### config.mk
export PLATFORM = sky130hd
export DESIGN_NAME = substring_first_match_top
export DESIGN_NICKNAME = d
export VERILOG_FILES = /design/src/hw/rtl/sfm_pkg.sv /design/src/hw/rtl/sfm_front.sv /design/src/hw/rtl/sfm_engine.sv /design/src/hw/rtl/substring_first_match_top.sv
export SDC_FILE = /design/constraint.sdc
export NUM_CORES = 1
export LEC_CHECK = 0
export BUFFER_PORTS_ARGS = -buffer_cell sky130_fd_sc_hd__buf_2
export CORE_ASPECT_RATIO = 0.6
export CORE_MARGIN = 8
export CORE_UTILIZATION = 57
export CTS_BUF_LIST = sky130_fd_sc_hd__clkbuf_16
export CTS_CLUSTER_SIZE = 10
export DETAILED_ROUTE_END_ITERATION = 12
export PLACE_DENSITY = 0.78
export SETUP_SLACK_MARGIN = 0.05
export SYNTH_ARGS = -nofsm -noshare
export SYNTH_HDL_FRONTEND = slang
export SYNTH_SLANG_ARGS = --single-unit
### constraint.sdc
create_clock -name clk -period 7.5 [get_ports clk]
set_input_delay 0.375 -clock clk [delete_from_list [all_inputs] [get_ports clk]]
set_output_delay 0.375 -clock clk [all_outputs]
set_load 0.005 [all_outputs]
### src/hw/rtl/sfm_pkg.sv
// Shared types and constants for the substring first-match search block.
// Used by sfm_front, sfm_engine, the top level and the testbench.
package sfm_pkg;

  localparam int MAX_PATTERN = 16;
  localparam int WIN_IDX_W   = $clog2(MAX_PATTERN);
  localparam int FILL_W      = WIN_IDX_W + 1;
  localparam int BYTE_W      = 8;
  localparam int POS_W       = 32;

  localparam int QDEPTH      = 4;
  localparam int QPTR_W      = $clog2(QDEPTH);

  localparam int CFG_IDX_W   = 2;
  localparam int CFG_DATA_W  = 64;
  localparam int PAT_W       = MAX_PATTERN * BYTE_W;

  // Register indexes of the configuration port
  localparam logic [CFG_IDX_W-1:0] CFG_PAT_LEN  = 2'd0;
  localparam logic [CFG_IDX_W-1:0] CFG_PAT_LOW  = 2'd1;
  localparam logic [CFG_IDX_W-1:0] CFG_PAT_HIGH = 2'd2;

  typedef struct packed {
    logic              end_of_text;
    logic [BYTE_W-1:0] text_byte;
  } sfm_item_t;

  typedef struct packed {
    logic [FILL_W-1:0] pattern_length;
    logic [PAT_W-1:0]  pattern;
  } sfm_cfg_t;

  typedef logic [MAX_PATTERN-1:0][BYTE_W-1:0] sfm_window_t;

  // Lay the pattern out in window order: window slot i (0 = newest byte)
  // must hold pattern byte len-1-i. Slots at or above len are don't-care.
  function automatic sfm_window_t align_pattern(input logic [PAT_W-1:0] pattern,
                                                input logic [FILL_W-1:0] len);
    sfm_window_t           res;
    logic [WIN_IDX_W-1:0]  idx;
    res = '0;
    for (int i = 0; i < MAX_PATTERN; i++) begin
      idx    = WIN_IDX_W'(len - FILL_W'(1) - FILL_W'(i));
      res[i] = pattern[idx*BYTE_W +: BYTE_W];
    end
    return res;
  endfunction

endpackage

### src/hw/rtl/sfm_front.sv
// Front end: accepts input beats, classifies them as text byte or end marker,
// and holds them in a short queue for the search engine. Depends on sfm_pkg.
module sfm_front (
  input  logic                      clk,
  input  logic                      rst,
  input  logic                      s_tvalid,
  output logic                      s_tready,
  input  logic [7:0]                s_tdata,   // [7:0] text_byte
  input  logic                      s_tlast,   // end_of_text
  output logic                      q_valid,
  output sfm_pkg::sfm_item_t        q_item,
  input  logic                      q_pop
);

  sfm_pkg::sfm_item_t              mem [sfm_pkg::QDEPTH];
  logic [sfm_pkg::QPTR_W-1:0]      wr_ptr;
  logic [sfm_pkg::QPTR_W-1:0]      rd_ptr;
  logic [sfm_pkg::QPTR_W:0]        count;
  sfm_pkg::sfm_item_t              in_item;
  logic                            push;
  logic                            pop;

  assign s_tready = (count != (sfm_pkg::QPTR_W+1)'(sfm_pkg::QDEPTH));
  assign push     = s_tvalid && s_tready;
  assign q_valid  = (count != '0);
  assign pop      = q_pop && q_valid;
  assign q_item   = mem[rd_ptr];

  // Drop the data byte of an end marker so it never reaches the window
  always_comb begin
    in_item.end_of_text = s_tlast;
    in_item.text_byte   = s_tlast ? '0 : s_tdata[sfm_pkg::BYTE_W-1:0];
  end

  always_ff @(posedge clk) begin
    if (push) begin
      mem[wr_ptr] <= in_item;
    end
  end

  always_ff @(posedge clk) begin
    if (rst) begin
      wr_ptr <= '0;
      rd_ptr <= '0;
      count  <= '0;
    end else begin
      if (push) begin
        wr_ptr <= wr_ptr + 1'b1;
      end
      if (pop) begin
        rd_ptr <= rd_ptr + 1'b1;
      end
      case ({push, pop})
        2'b10:   count <= count + 1'b1;
        2'b01:   count <= count - 1'b1;
        default: count <= count;
      endcase
    end
  end

endmodule

### src/hw/rtl/sfm_engine.sv
// Back end: sliding byte window, parallel pattern compare, position tracking
// and the result register. Depends on sfm_pkg.
module sfm_engine (
  input  logic                      clk,
  input  logic                      rst,
  input  sfm_pkg::sfm_cfg_t         cfg,
  input  logic                      q_valid,
  input  sfm_pkg::sfm_item_t        q_item,
  output logic                      q_pop,
  output logic                      m_tvalid,
  input  logic                      m_tready,
  output logic [31:0]               m_tdata,   // [31:0] match_position
  output logic                      m_tuser    // found
);

  logic [sfm_pkg::BYTE_W-1:0]  recent [sfm_pkg::MAX_PATTERN];
  logic [sfm_pkg::FILL_W-1:0]  fill;
  logic [sfm_pkg::POS_W-1:0]   byte_index;
  logic                        reported;
  logic                        out_valid;
  logic                        out_found;
  logic [sfm_pkg::POS_W-1:0]   out_pos;

  logic [sfm_pkg::FILL_W-1:0]  len;
  logic [sfm_pkg::FILL_W-1:0]  fill_next;
  logic [sfm_pkg::POS_W-1:0]   byte_index_next;
  sfm_pkg::sfm_window_t        window;
  sfm_pkg::sfm_window_t        expect_win;
  logic [sfm_pkg::MAX_PATTERN-1:0] lane_ok;
  logic                        match;
  logic                        res_valid;
  logic                        res_found;
  logic [sfm_pkg::POS_W-1:0]   res_pos;
  logic                        is_end;
  logic                        shift_en;

  assign q_pop    = q_valid && (!out_valid || m_tready);
  assign is_end   = q_item.end_of_text;

  // Lengths above the window depth count as a full window
  assign len = (cfg.pattern_length > sfm_pkg::FILL_W'(sfm_pkg::MAX_PATTERN)) ?
               sfm_pkg::FILL_W'(sfm_pkg::MAX_PATTERN) : cfg.pattern_length;

  assign fill_next = (fill == sfm_pkg::FILL_W'(sfm_pkg::MAX_PATTERN)) ? fill : fill + 1'b1;
  assign byte_index_next = (byte_index == '1) ? byte_index : byte_index + 1'b1;
  assign expect_win = sfm_pkg::align_pattern(cfg.pattern, len);

  // Window as it stands after this byte: slot 0 newest
  always_comb begin
    window[0] = q_item.text_byte;
    for (int i = 1; i < sfm_pkg::MAX_PATTERN; i++) begin
      window[i] = recent[i-1];
    end
  end

  always_comb begin
    for (int i = 0; i < sfm_pkg::MAX_PATTERN; i++) begin
      lane_ok[i] = (window[i] == expect_win[i]) || (sfm_pkg::FILL_W'(i) >= len);
    end
  end

  assign match = (&lane_ok) && (fill_next >= len);

  always_comb begin
    res_valid = 1'b0;
    res_found = 1'b0;
    res_pos   = '0;
    shift_en  = 1'b0;
    if (is_end) begin
      if (!reported) begin
        res_valid = 1'b1;
        res_found = (len == '0);
        res_pos   = (len == '0) ? byte_index : '0;
      end
    end else if (!reported) begin
      if (len == '0) begin
        res_valid = 1'b1;
        res_found = 1'b1;
        res_pos   = byte_index;
      end else begin
        shift_en = 1'b1;
        if (match) begin
          res_valid = 1'b1;
          res_found = 1'b1;
          res_pos   = byte_index - sfm_pkg::POS_W'(len - 1'b1);
        end
      end
    end
  end

  // Window contents need no reset: only slots below the fill count are compared
  always_ff @(posedge clk) begin
    if (q_pop && shift_en) begin
      recent[0] <= q_item.text_byte;
      for (int i = 1; i < sfm_pkg::MAX_PATTERN; i++) begin
        recent[i] <= recent[i-1];
      end
    end
  end

  always_ff @(posedge clk) begin
    if (rst) begin
      fill       <= '0;
      byte_index <= '0;
      reported   <= 1'b0;
    end else if (q_pop) begin
      if (is_end) begin
        fill       <= '0;
        byte_index <= '0;
        reported   <= 1'b0;
      end else begin
        if (shift_en) begin
          fill       <= fill_next;
          byte_index <= byte_index_next;
        end
        if (res_valid) begin
          reported <= 1'b1;
        end
      end
    end
  end

  always_ff @(posedge clk) begin
    if (rst) begin
      out_valid <= 1'b0;
    end else if (q_pop) begin
      out_valid <= res_valid;
    end else if (m_tready) begin
      out_valid <= 1'b0;
    end
  end

  always_ff @(posedge clk) begin
    if (q_pop && res_valid) begin
      out_found <= res_found;
      out_pos   <= res_pos;
    end
  end

  assign m_tvalid = out_valid;
  assign m_tuser  = out_found;
  assign m_tdata  = out_pos;

endmodule

### src/hw/rtl/substring_first_match_top.sv
// Top level of the substring first-match search: configuration registers,
// front queue and search engine. Depends on sfm_pkg, sfm_front, sfm_engine.
//
// Searches a byte stream for the first occurrence of a pattern of up to 16
// bytes. Each input beat carries one text byte in s_tdata; a beat with
// s_tlast high is the end marker of the text and its byte is ignored. The
// block takes one beat per clock cycle while its queue has room: the engine
// compares the whole 16-byte window against the pattern combinationally,
// and a four-entry queue in front of it keeps the input side moving while
// the output is stalled, until the queue fills. Each beat waits in the
// queue, and its result is held in a result register. A match gives
// m_tuser=1 with the zero-based start position in m_tdata; a text that ends
// without a match gives m_tuser=0 and position 0 at its end marker. Write
// the pattern registers only while the block is idle.
module substring_first_match_top (
  input  logic        clk,
  input  logic        rst,
  input  logic        s_tvalid,
  output logic        s_tready,
  input  logic [7:0]  s_tdata,    // [7:0] text_byte
  input  logic        s_tlast,    // end_of_text
  output logic        m_tvalid,
  input  logic        m_tready,
  output logic [31:0] m_tdata,    // [31:0] match_position
  output logic        m_tuser,    // found
  input  logic        cfg_we,
  input  logic [1:0]  cfg_index,
  input  logic [63:0] cfg_data
);

  sfm_pkg::sfm_cfg_t   cfg;
  logic                q_valid;
  logic                q_pop;
  sfm_pkg::sfm_item_t  q_item;

  always_ff @(posedge clk) begin
    if (rst) begin
      cfg <= '0;
    end else if (cfg_we) begin
      case (cfg_index)
        sfm_pkg::CFG_PAT_LEN:  cfg.pattern_length <= cfg_data[sfm_pkg::FILL_W-1:0];
        sfm_pkg::CFG_PAT_LOW:  cfg.pattern[sfm_pkg::CFG_DATA_W-1:0] <= cfg_data;
        sfm_pkg::CFG_PAT_HIGH: begin
          cfg.pattern[sfm_pkg::PAT_W-1:sfm_pkg::CFG_DATA_W] <= cfg_data;
        end
        default: cfg <= cfg;
      endcase
    end
  end

  sfm_front u_front (
    .clk      (clk),
    .rst      (rst),
    .s_tvalid (s_tvalid),
    .s_tready (s_tready),
    .s_tdata  (s_tdata),
    .s_tlast  (s_tlast),
    .q_valid  (q_valid),
    .q_item   (q_item),
    .q_pop    (q_pop)
  );

  sfm_engine u_engine (
    .clk      (clk),
    .rst      (rst),
    .cfg      (cfg),
    .q_valid  (q_valid),
    .q_item   (q_item),
    .q_pop    (q_pop),
    .m_tvalid (m_tvalid),
    .m_tready (m_tready),
    .m_tdata  (m_tdata),
    .m_tuser  (m_tuser)
  );

endmodule

# Word level (Yosys, flattened, before mapping)
# Memories as Yosys holds them, arrays and structs flattened. A register that Yosys moved wholly into a read port is not among the register bits.
# Cells that the tools add are included.
# word_totals
register_bits,212
ramBits,164
input_bits,80
output_inout_bits,35
wordCells,169
mem_count,2
# classes
add_sub_neg,24
order_cmp,18
eq_ne,24
shifts,16
n_mux,35
n_reduce_logical,38
# memory_table
name,depth,width,read_ports,rd_ports_with_merged_regs,wr,line_no,text
u_engine.recent,16,8,15,0,16,sfm_engine.sv:16,logic [sfm_pkg::BYTE_W-1:0] recent [sfm_pkg::MAX_PATTERN];
u_front.mem,4,9,1,1,1,sfm_front.sv:15,sfm_pkg::sfm_item_t mem [sfm_pkg::QDEPTH];
# ops
op,count
variable part select 128 x 8 -> 8 bit,16
two-way mux 32 bit,9
equality test 8 bit,16
">= comparator 4 x 5 -> 1 bit, first input constant",8
"adder 32 x 1 -> 32 bit, second input constant",1
"equality test 32 bit, second input constant",1
subtractor 32 bit,1
"subtractor 4 bit, second input constant",8
">= comparator 3 x 5 -> 1 bit, first input constant",4
two-way mux 5 bit,4
two-way mux 1 bit,18
logical OR 1 bit,17
AND reduction 16 bit,1
"subtractor 4 x 3 -> 4 bit, second input constant",4
">= comparator 1 x 5 -> 1 bit, first input constant",2
">= comparator 2 x 5 -> 1 bit, first input constant",2
AND reduction 2 bit,5
two-way mux 8 bit,1
nonzero test 2 bit,4
"subtractor 4 x 1 -> 4 bit, second input constant",2
"subtractor 4 x 2 -> 4 bit, second input constant",2
logical AND 1 bit,6
case mux 3 bit (2 select lines),1
"subtractor 5 x 1 -> 6 bit, second input constant",1
17 further kinds,21

# Depth between registers and ports, before layout
# logic_depth
depth_word,15
ltp_mapped,25
ltp_nobuf,20

# Hierarchy
# From an unflattened synthesis, not the netlist that was laid out.
# unflattened
hier_cells,2071
hier_area_um2,24284.5
# by_module_without_submodules
mod,n_inst,cells_each,area_each_um2,seq_area_each_um2
sfm_engine,1,1459,16946.3,5375.2
substring_first_match_top,1,505,5495.3,2662.6
sfm_front,1,107,1843.0,1261.2

# Least setup slack after synthesis
# No wires, ideal clock.
# synth_timing
path_type,reg-to-reg
start,"register, netlist name cfg[128]"
end,"register u_engine.out_pos, in the netlist u_engine.m_tdata[0], enable pin"
arrival_ns,7.019
required_ns,7.026
slack_ns,0.007
path_stages_with_launch,23
path_buffers,7
cell_sequence,dfxtp_1 buf_2 nor2b_1 buf_4 clkbuf_1 clkbuf_1 ha_1 inv_1 clkbuf_1 ha_1 nor2b_1 clkbuf_1 clkbuf_1 a22oi_1 o221ai_1 mux2i_1 xnor2_1 nand4_1 o22ai_1 nand4_1 nor3_4 nand2_1 a21boi_0
# synth_via
elab_chain_len,14
# synth_rtl
element,line_no,text
greater-than comparator 5 bit,sfm_engine.sv:41,assign len = (cfg.pattern_length > sfm_pkg::FILL_W'(sfm_pkg::MAX_PATTERN)) ?
two-way mux 5 bit *,sfm_engine.sv:41,
subtractor 4 x 1 -> 4 bit,sfm_pkg.sv:43,idx = WIN_IDX_W'(len - FILL_W'(1) - FILL_W'(i));
"subtractor 4 x 1 -> 4 bit, or another cell as far along",sfm_pkg.sv:43,
variable part select 128 x 8 -> 8 bit,sfm_pkg.sv:44,res[i] = pattern[idx*BYTE_W +: BYTE_W];
equality test 8 bit,sfm_engine.sv:58,lane_ok[i] = (window[i] == expect_win[i]) || (sfm_pkg::FILL_W'(i) >= len);
logical OR 1 bit,sfm_engine.sv:58,
AND reduction 16 bit,sfm_engine.sv:62,assign match = (&lane_ok) && (fill_next >= len);
logical AND 1 bit,sfm_engine.sv:62,
two-way mux 1 bit,sfm_engine.sv:82,if (match) begin
two-way mux 1 bit *,sfm_engine.sv:76,if (len == '0) begin
two-way mux 1 bit *,sfm_engine.sv:75,end else if (!reported) begin
two-way mux 1 bit *,sfm_engine.sv:69,if (is_end) begin
logical AND 1 bit *,sfm_engine.sv:134,if (q_pop && res_valid) begin
to (signal assigned),sfm_engine.sv:136,out_pos <= res_pos;
to (decl),sfm_engine.sv:22,logic [sfm_pkg::POS_W-1:0] out_pos;
# Mark *: on every way between the ends. The rest lies on a longest branch, timed or not.
# A chain may end at the register's enable or synchronous reset.

# Final worst setup path
# layout_timing
start,"register, netlist name cfg[132]"
end,"register u_engine.out_pos, in the netlist u_engine.m_tdata[22] (data pin)"
# layout_via
elab_chain_len,13
# layout_rtl
element,line_no,text
greater-than comparator 5 bit,sfm_engine.sv:41,
two-way mux 5 bit *,sfm_engine.sv:41,
subtractor 4 x 1 -> 4 bit,sfm_pkg.sv:43,
"subtractor 4 x 1 -> 4 bit, or another cell as far along",sfm_pkg.sv:43,
variable part select 128 x 8 -> 8 bit,sfm_pkg.sv:44,
equality test 8 bit,sfm_engine.sv:58,
logical OR 1 bit,sfm_engine.sv:58,
AND reduction 16 bit,sfm_engine.sv:62,
logical AND 1 bit,sfm_engine.sv:62,
two-way mux 32 bit,sfm_engine.sv:82,
two-way mux 32 bit,sfm_engine.sv:76,
two-way mux 32 bit,sfm_engine.sv:75,
two-way mux 32 bit *,sfm_engine.sv:69,
"net u_engine.res_pos, one bit",sfm_engine.sv:33,logic [sfm_pkg::POS_W-1:0] res_pos;
# The timed path passes the listed nets; every way through them passes the cells marked *.

==> results.sh <==
export IMPL_worstHoldPathType="input pin to flop"
export IMPL_synth_seq_cells=370
export IMPL_rsz0062_at_grt="false"
export IMPL_cp_start_kind="flop"
export IMPL_grt_pass1_wl_mm=123
export IMPL_num_rows=56
export IMPL_cts_htree_levels=2
export IMPL_clockRootBuffer="sky130_fd_sc_hd__clkbuf_16"
export IMPL_placer_congestion=1.07
export IMPL_synth_edf_count=189
export IMPL_synth_lib_cells_used_distinct=70
export IMPL_hold_slack_ns=0.0642
export IMPL_report_final_setup_viol=0
export IMPL_setup_worst_path_class="flop to flop"
export IMPL_cp_slowest_cell="sky130_fd_sc_hd__xnor2_2"
export IMPL_final_design_area_no_fill_mm2=0.0248
export IMPL_cp_data_required_time_ns=7.88
export IMPL_final_seq_area_mm2=0.00930
export IMPL_mostFrequentLayoutCells="410 x sky130_fd_sc_hd__nand2_1, 403 x sky130_fd_sc_hd__mux2i_1, 195 x sky130_fd_sc_hd__a21oi_1"
export IMPL_design_final_nets=2495
export IMPL_ys_seq_area_share_pct=41.1
export IMPL_design_die_area_mm2=0.0465
export IMPL_antenna_cells_inserted=0
export IMPL_critical_path_max_stage_delay_ns=1.03
export IMPL_antenna_found_initial=4
export IMPL_leakagePower_uw=0.00952
export IMPL_synthesis_instances=2286
export IMPL_post_detailed_placement_half_perimeter_wirelength_mm=67.9
export IMPL_max_cap_viol_count=0
export IMPL_drive_gt1_share_pct=10.7
export IMPL_post_route_util_pct=63.5
export IMPL_critical_path_top_delay_family="XOR/XNOR gates"
export IMPL_clock_insertion_delay_worst_skew_ns=0.57
export IMPL_worst_ir_drop_on_vdd_uv=371
export IMPL_syn_area_mm2=0.0226
export IMPL_floorplan_initialDensity_pct=57.8
export IMPL_power_per_cell_area_mw_per_mm2=241
export IMPL_async_reset_ff_share_pct=0
export IMPL_report_power_total_uw=6000
export IMPL_design_portCount=115
export IMPL_multi_input_area_mm2=0.0126
export IMPL_clk_transition_reported_paths_ns=0.07
export IMPL_skew_ns=0.0257
export IMPL_post_drt_wl_per_cell_um=29.7
export IMPL_place_port_buffers=114
export IMPL_post_cts_repair_setup_buffers=0
export IMPL_crit_buf_inv=3
export IMPL_pin_count_of_the_biggest_net_entering_global_routing=85
export IMPL_crit_path_cell_trace="clkinv_1, nand2_2, ha_1, a21oi_1, o21ai_2, nand2_2, xnor2_2, mux2i_1, xnor2_1, nand4_1, o22ai_1, o2111ai_1, nor3_4, buf_4, nand4_1, buf_4, o21ai_1"
export IMPL_tightest_slew_ns=1.26
export IMPL_number_of_pins_exceeding_their_max_slew_limit_in_the_final_report=0
export IMPL_antenna_violating_nets_post_route=0
export IMPL_area_post_placement_mm2=0.0236
export IMPL_total_cts_buffers=43
export IMPL_layout_filler_cells=3121
export IMPL_result_of_the_run="complete, no violations"
export IMPL_synth_nets=2426
export IMPL_drt_pre_antenna_iters=6
export IMPL_r2r_setup_slack_ns=1.16
export IMPL_dominantRegCellSynth="sky130_fd_sc_hd__edfxtp_1"
export IMPL_fin_setup_tns_ns=0
export IMPL_cts_resized=0
export IMPL_core_region_area_mm2=0.0391
export IMPL_chipWidth_um=273
export IMPL_critPathArrivalTime_ns=6.72
export IMPL_globalRouteOverflowTotal=0
export IMPL_vias=19100
export IMPL_grt_usage_pct=36.1
export IMPL_layout_worst_path_cycle_share_pct=84.6
export IMPL_timing_hold_violations_final=0
export IMPL_via_per_inst=6.59
export IMPL_yosysWarnings=0
export IMPL_tritoncts="done"
export IMPL_route_final_wire_length_mm=86.2
export IMPL_largest_buffer_count_on_any_clock_path=3
export IMPL_area_growth_pct=9.86
export IMPL_endpoint_kind="flop"
export IMPL_die_height_um=170
export IMPL_maximum_frequency_from_static_timing_analysis_mhz=158
export IMPL_cts_sinks=370
export IMPL_grt_pass1_vias=17600
export IMPL_cts_hold_buf=0
export IMPL_avgSynthCellArea_um2=9.89
export IMPL_detail_route_iter0_violations=2938
export IMPL_mostFrequentLayoutCell="sky130_fd_sc_hd__nand2_1"
export IMPL_finalCriticalPeriod_ns=6.34
export IMPL_slew_headroom_pct=15.3
export IMPL_drc=0
export IMPL_path_max_fanout=21
per-stage QoR:
stage / instances / setup slack [ns]
final: 2904 / 1.16
after global routing: 2904 / 0.983
after CTS: 2904 / 1.50
after detailed placement: 2832 / 1.56
after global placement: 2832 / 1.55
after floorplan: 2286 / 0.906
per-layer routing:
| metal | vias to the layer above | global-route usage [%] | share of wire [%] |
|---|---|---|---|
| met4 | 2 | 6.04 | 1.7 |
| met2 | 1249 | 44.1 | 36 |
| met5 | - | 0 | 0.015 |
| li1 | 8445 | - | - |
| met1 | 9328 | 54.6 | 45 |
| met3 | 117 | 19.3 | 18 |
flip-flops by register name, indices dropped and copies added, names as in the netlist, named ones only:
signal               flops
u_engine.reported        1
u_front.rd_ptr           2
u_engine.m_tuser         1
cfg                    133
u_engine.m_tdata        32
u_front.wr_ptr           2
u_front.mem             36
u_front.count            3
u_engine.byte_index     32
u_engine.recent        120
u_engine.fill            5
u_engine.m_tvalid        1
final cells by class:
cell class | count | share of cell area, %
multi-input cells | 1760 | 50.9
flip-flops and latches | 370 | 37.4
clock buffers | 43 | 4.33
repair buffers | 153 | 3.59
well taps | 522 | 2.63
clock inverters | 29 | 0.610
inverters | 27 | 0.448
synthesized netlist by cell type, types with 4 or more instances:
library cell                count  area share (%)
sky130_fd_sc_hd__dfxtp_1      181              16
sky130_fd_sc_hd__o21ai_0       27            0.60
sky130_fd_sc_hd__xor2_1        41             1.6
sky130_fd_sc_hd__clkbuf_1      87             1.4
sky130_fd_sc_hd__ha_1          58             3.2
sky130_fd_sc_hd__edfxtp_1     189              25
sky130_fd_sc_hd__a31oi_1        6            0.17
sky130_fd_sc_hd__nand4_1       46             1.3
sky130_fd_sc_hd__and3_1        28            0.78
sky130_fd_sc_hd__mux4_2        25             2.5
sky130_fd_sc_hd__a221oi_1       6            0.23
sky130_fd_sc_hd__nor2b_1       18            0.50
sky130_fd_sc_hd__o2111ai_1      5            0.19
sky130_fd_sc_hd__a21o_1        22            0.73
sky130_fd_sc_hd__a21oi_1      196             4.3
sky130_fd_sc_hd__nor2_1        83             1.4
sky130_fd_sc_hd__nand3_1       19            0.42
sky130_fd_sc_hd__a21boi_0       4            0.13
sky130_fd_sc_hd__buf_2         21            0.47
sky130_fd_sc_hd__buf_1          6            0.10
sky130_fd_sc_hd__nor4_1         6            0.17
sky130_fd_sc_hd__or3_1         10            0.28
sky130_fd_sc_hd__nor3_1        11            0.24
sky130_fd_sc_hd__o22ai_1        7            0.19
sky130_fd_sc_hd__and2_1         5            0.14
sky130_fd_sc_hd__xnor2_2        4            0.29
sky130_fd_sc_hd__a22o_1         5            0.19
sky130_fd_sc_hd__o221ai_1      21            0.81
sky130_fd_sc_hd__buf_6          5            0.25
sky130_fd_sc_hd__buf_4         10            0.33
sky130_fd_sc_hd__inv_1         21            0.35
sky130_fd_sc_hd__xnor2_1      141             5.5
sky130_fd_sc_hd__a211oi_1       5            0.17
sky130_fd_sc_hd__nand2b_1      14            0.39
sky130_fd_sc_hd__a22oi_1       69             2.3
sky130_fd_sc_hd__nand2_1      411             6.8
sky130_fd_sc_hd__mux2i_1      403              18
sky130_fd_sc_hd__o21ai_1       21            0.47
worst paths after layout:
path / start / end / cells past startpoint
max: cfg[132]$_SDFFE_PP0P_ / u_engine.m_tdata[22]$_DFFE_PP_ / 17
min: cfg_data[32] / cfg[96]$_SDFFE_PP0P_ / 3
max reg2reg: cfg[132]$_SDFFE_PP0P_ / u_engine.m_tdata[22]$_DFFE_PP_ / 17
min reg2reg: u_engine.recent[1][9]$_DFFE_PP_ / u_engine.recent[1][17]$_DFFE_PP_ / 0
kinds of logic (layout without fill, tap and decap cells):
group	after synthesis	in the layout	synth area share, %
simple gates	664	664	12.9
mux	428	428	20.3
compound gates	418	418	11.5
flops	370	370	41.1
xor+xnor	188	188	7.58
buf+inv	156	252	3.08
fa+ha+maj	62	62	3.48
power by group:
part | switching, uW | total (uW) | internal [uW]
Clock | 859 | 1900 | 1040
Sequential | 190 | 2590 | 2400
Combinational | 957 | 1510 | 556
Total | 2010 | 6000 | 3990
worst min-delay path, stage by stage:
cell and delay [ns]:
sky130_fd_sc_hd__buf_2 0.10, sky130_fd_sc_hd__nand2_1 0.05, sky130_fd_sc_hd__a21oi_1 0.05
(Power assumes the default switching activity.)
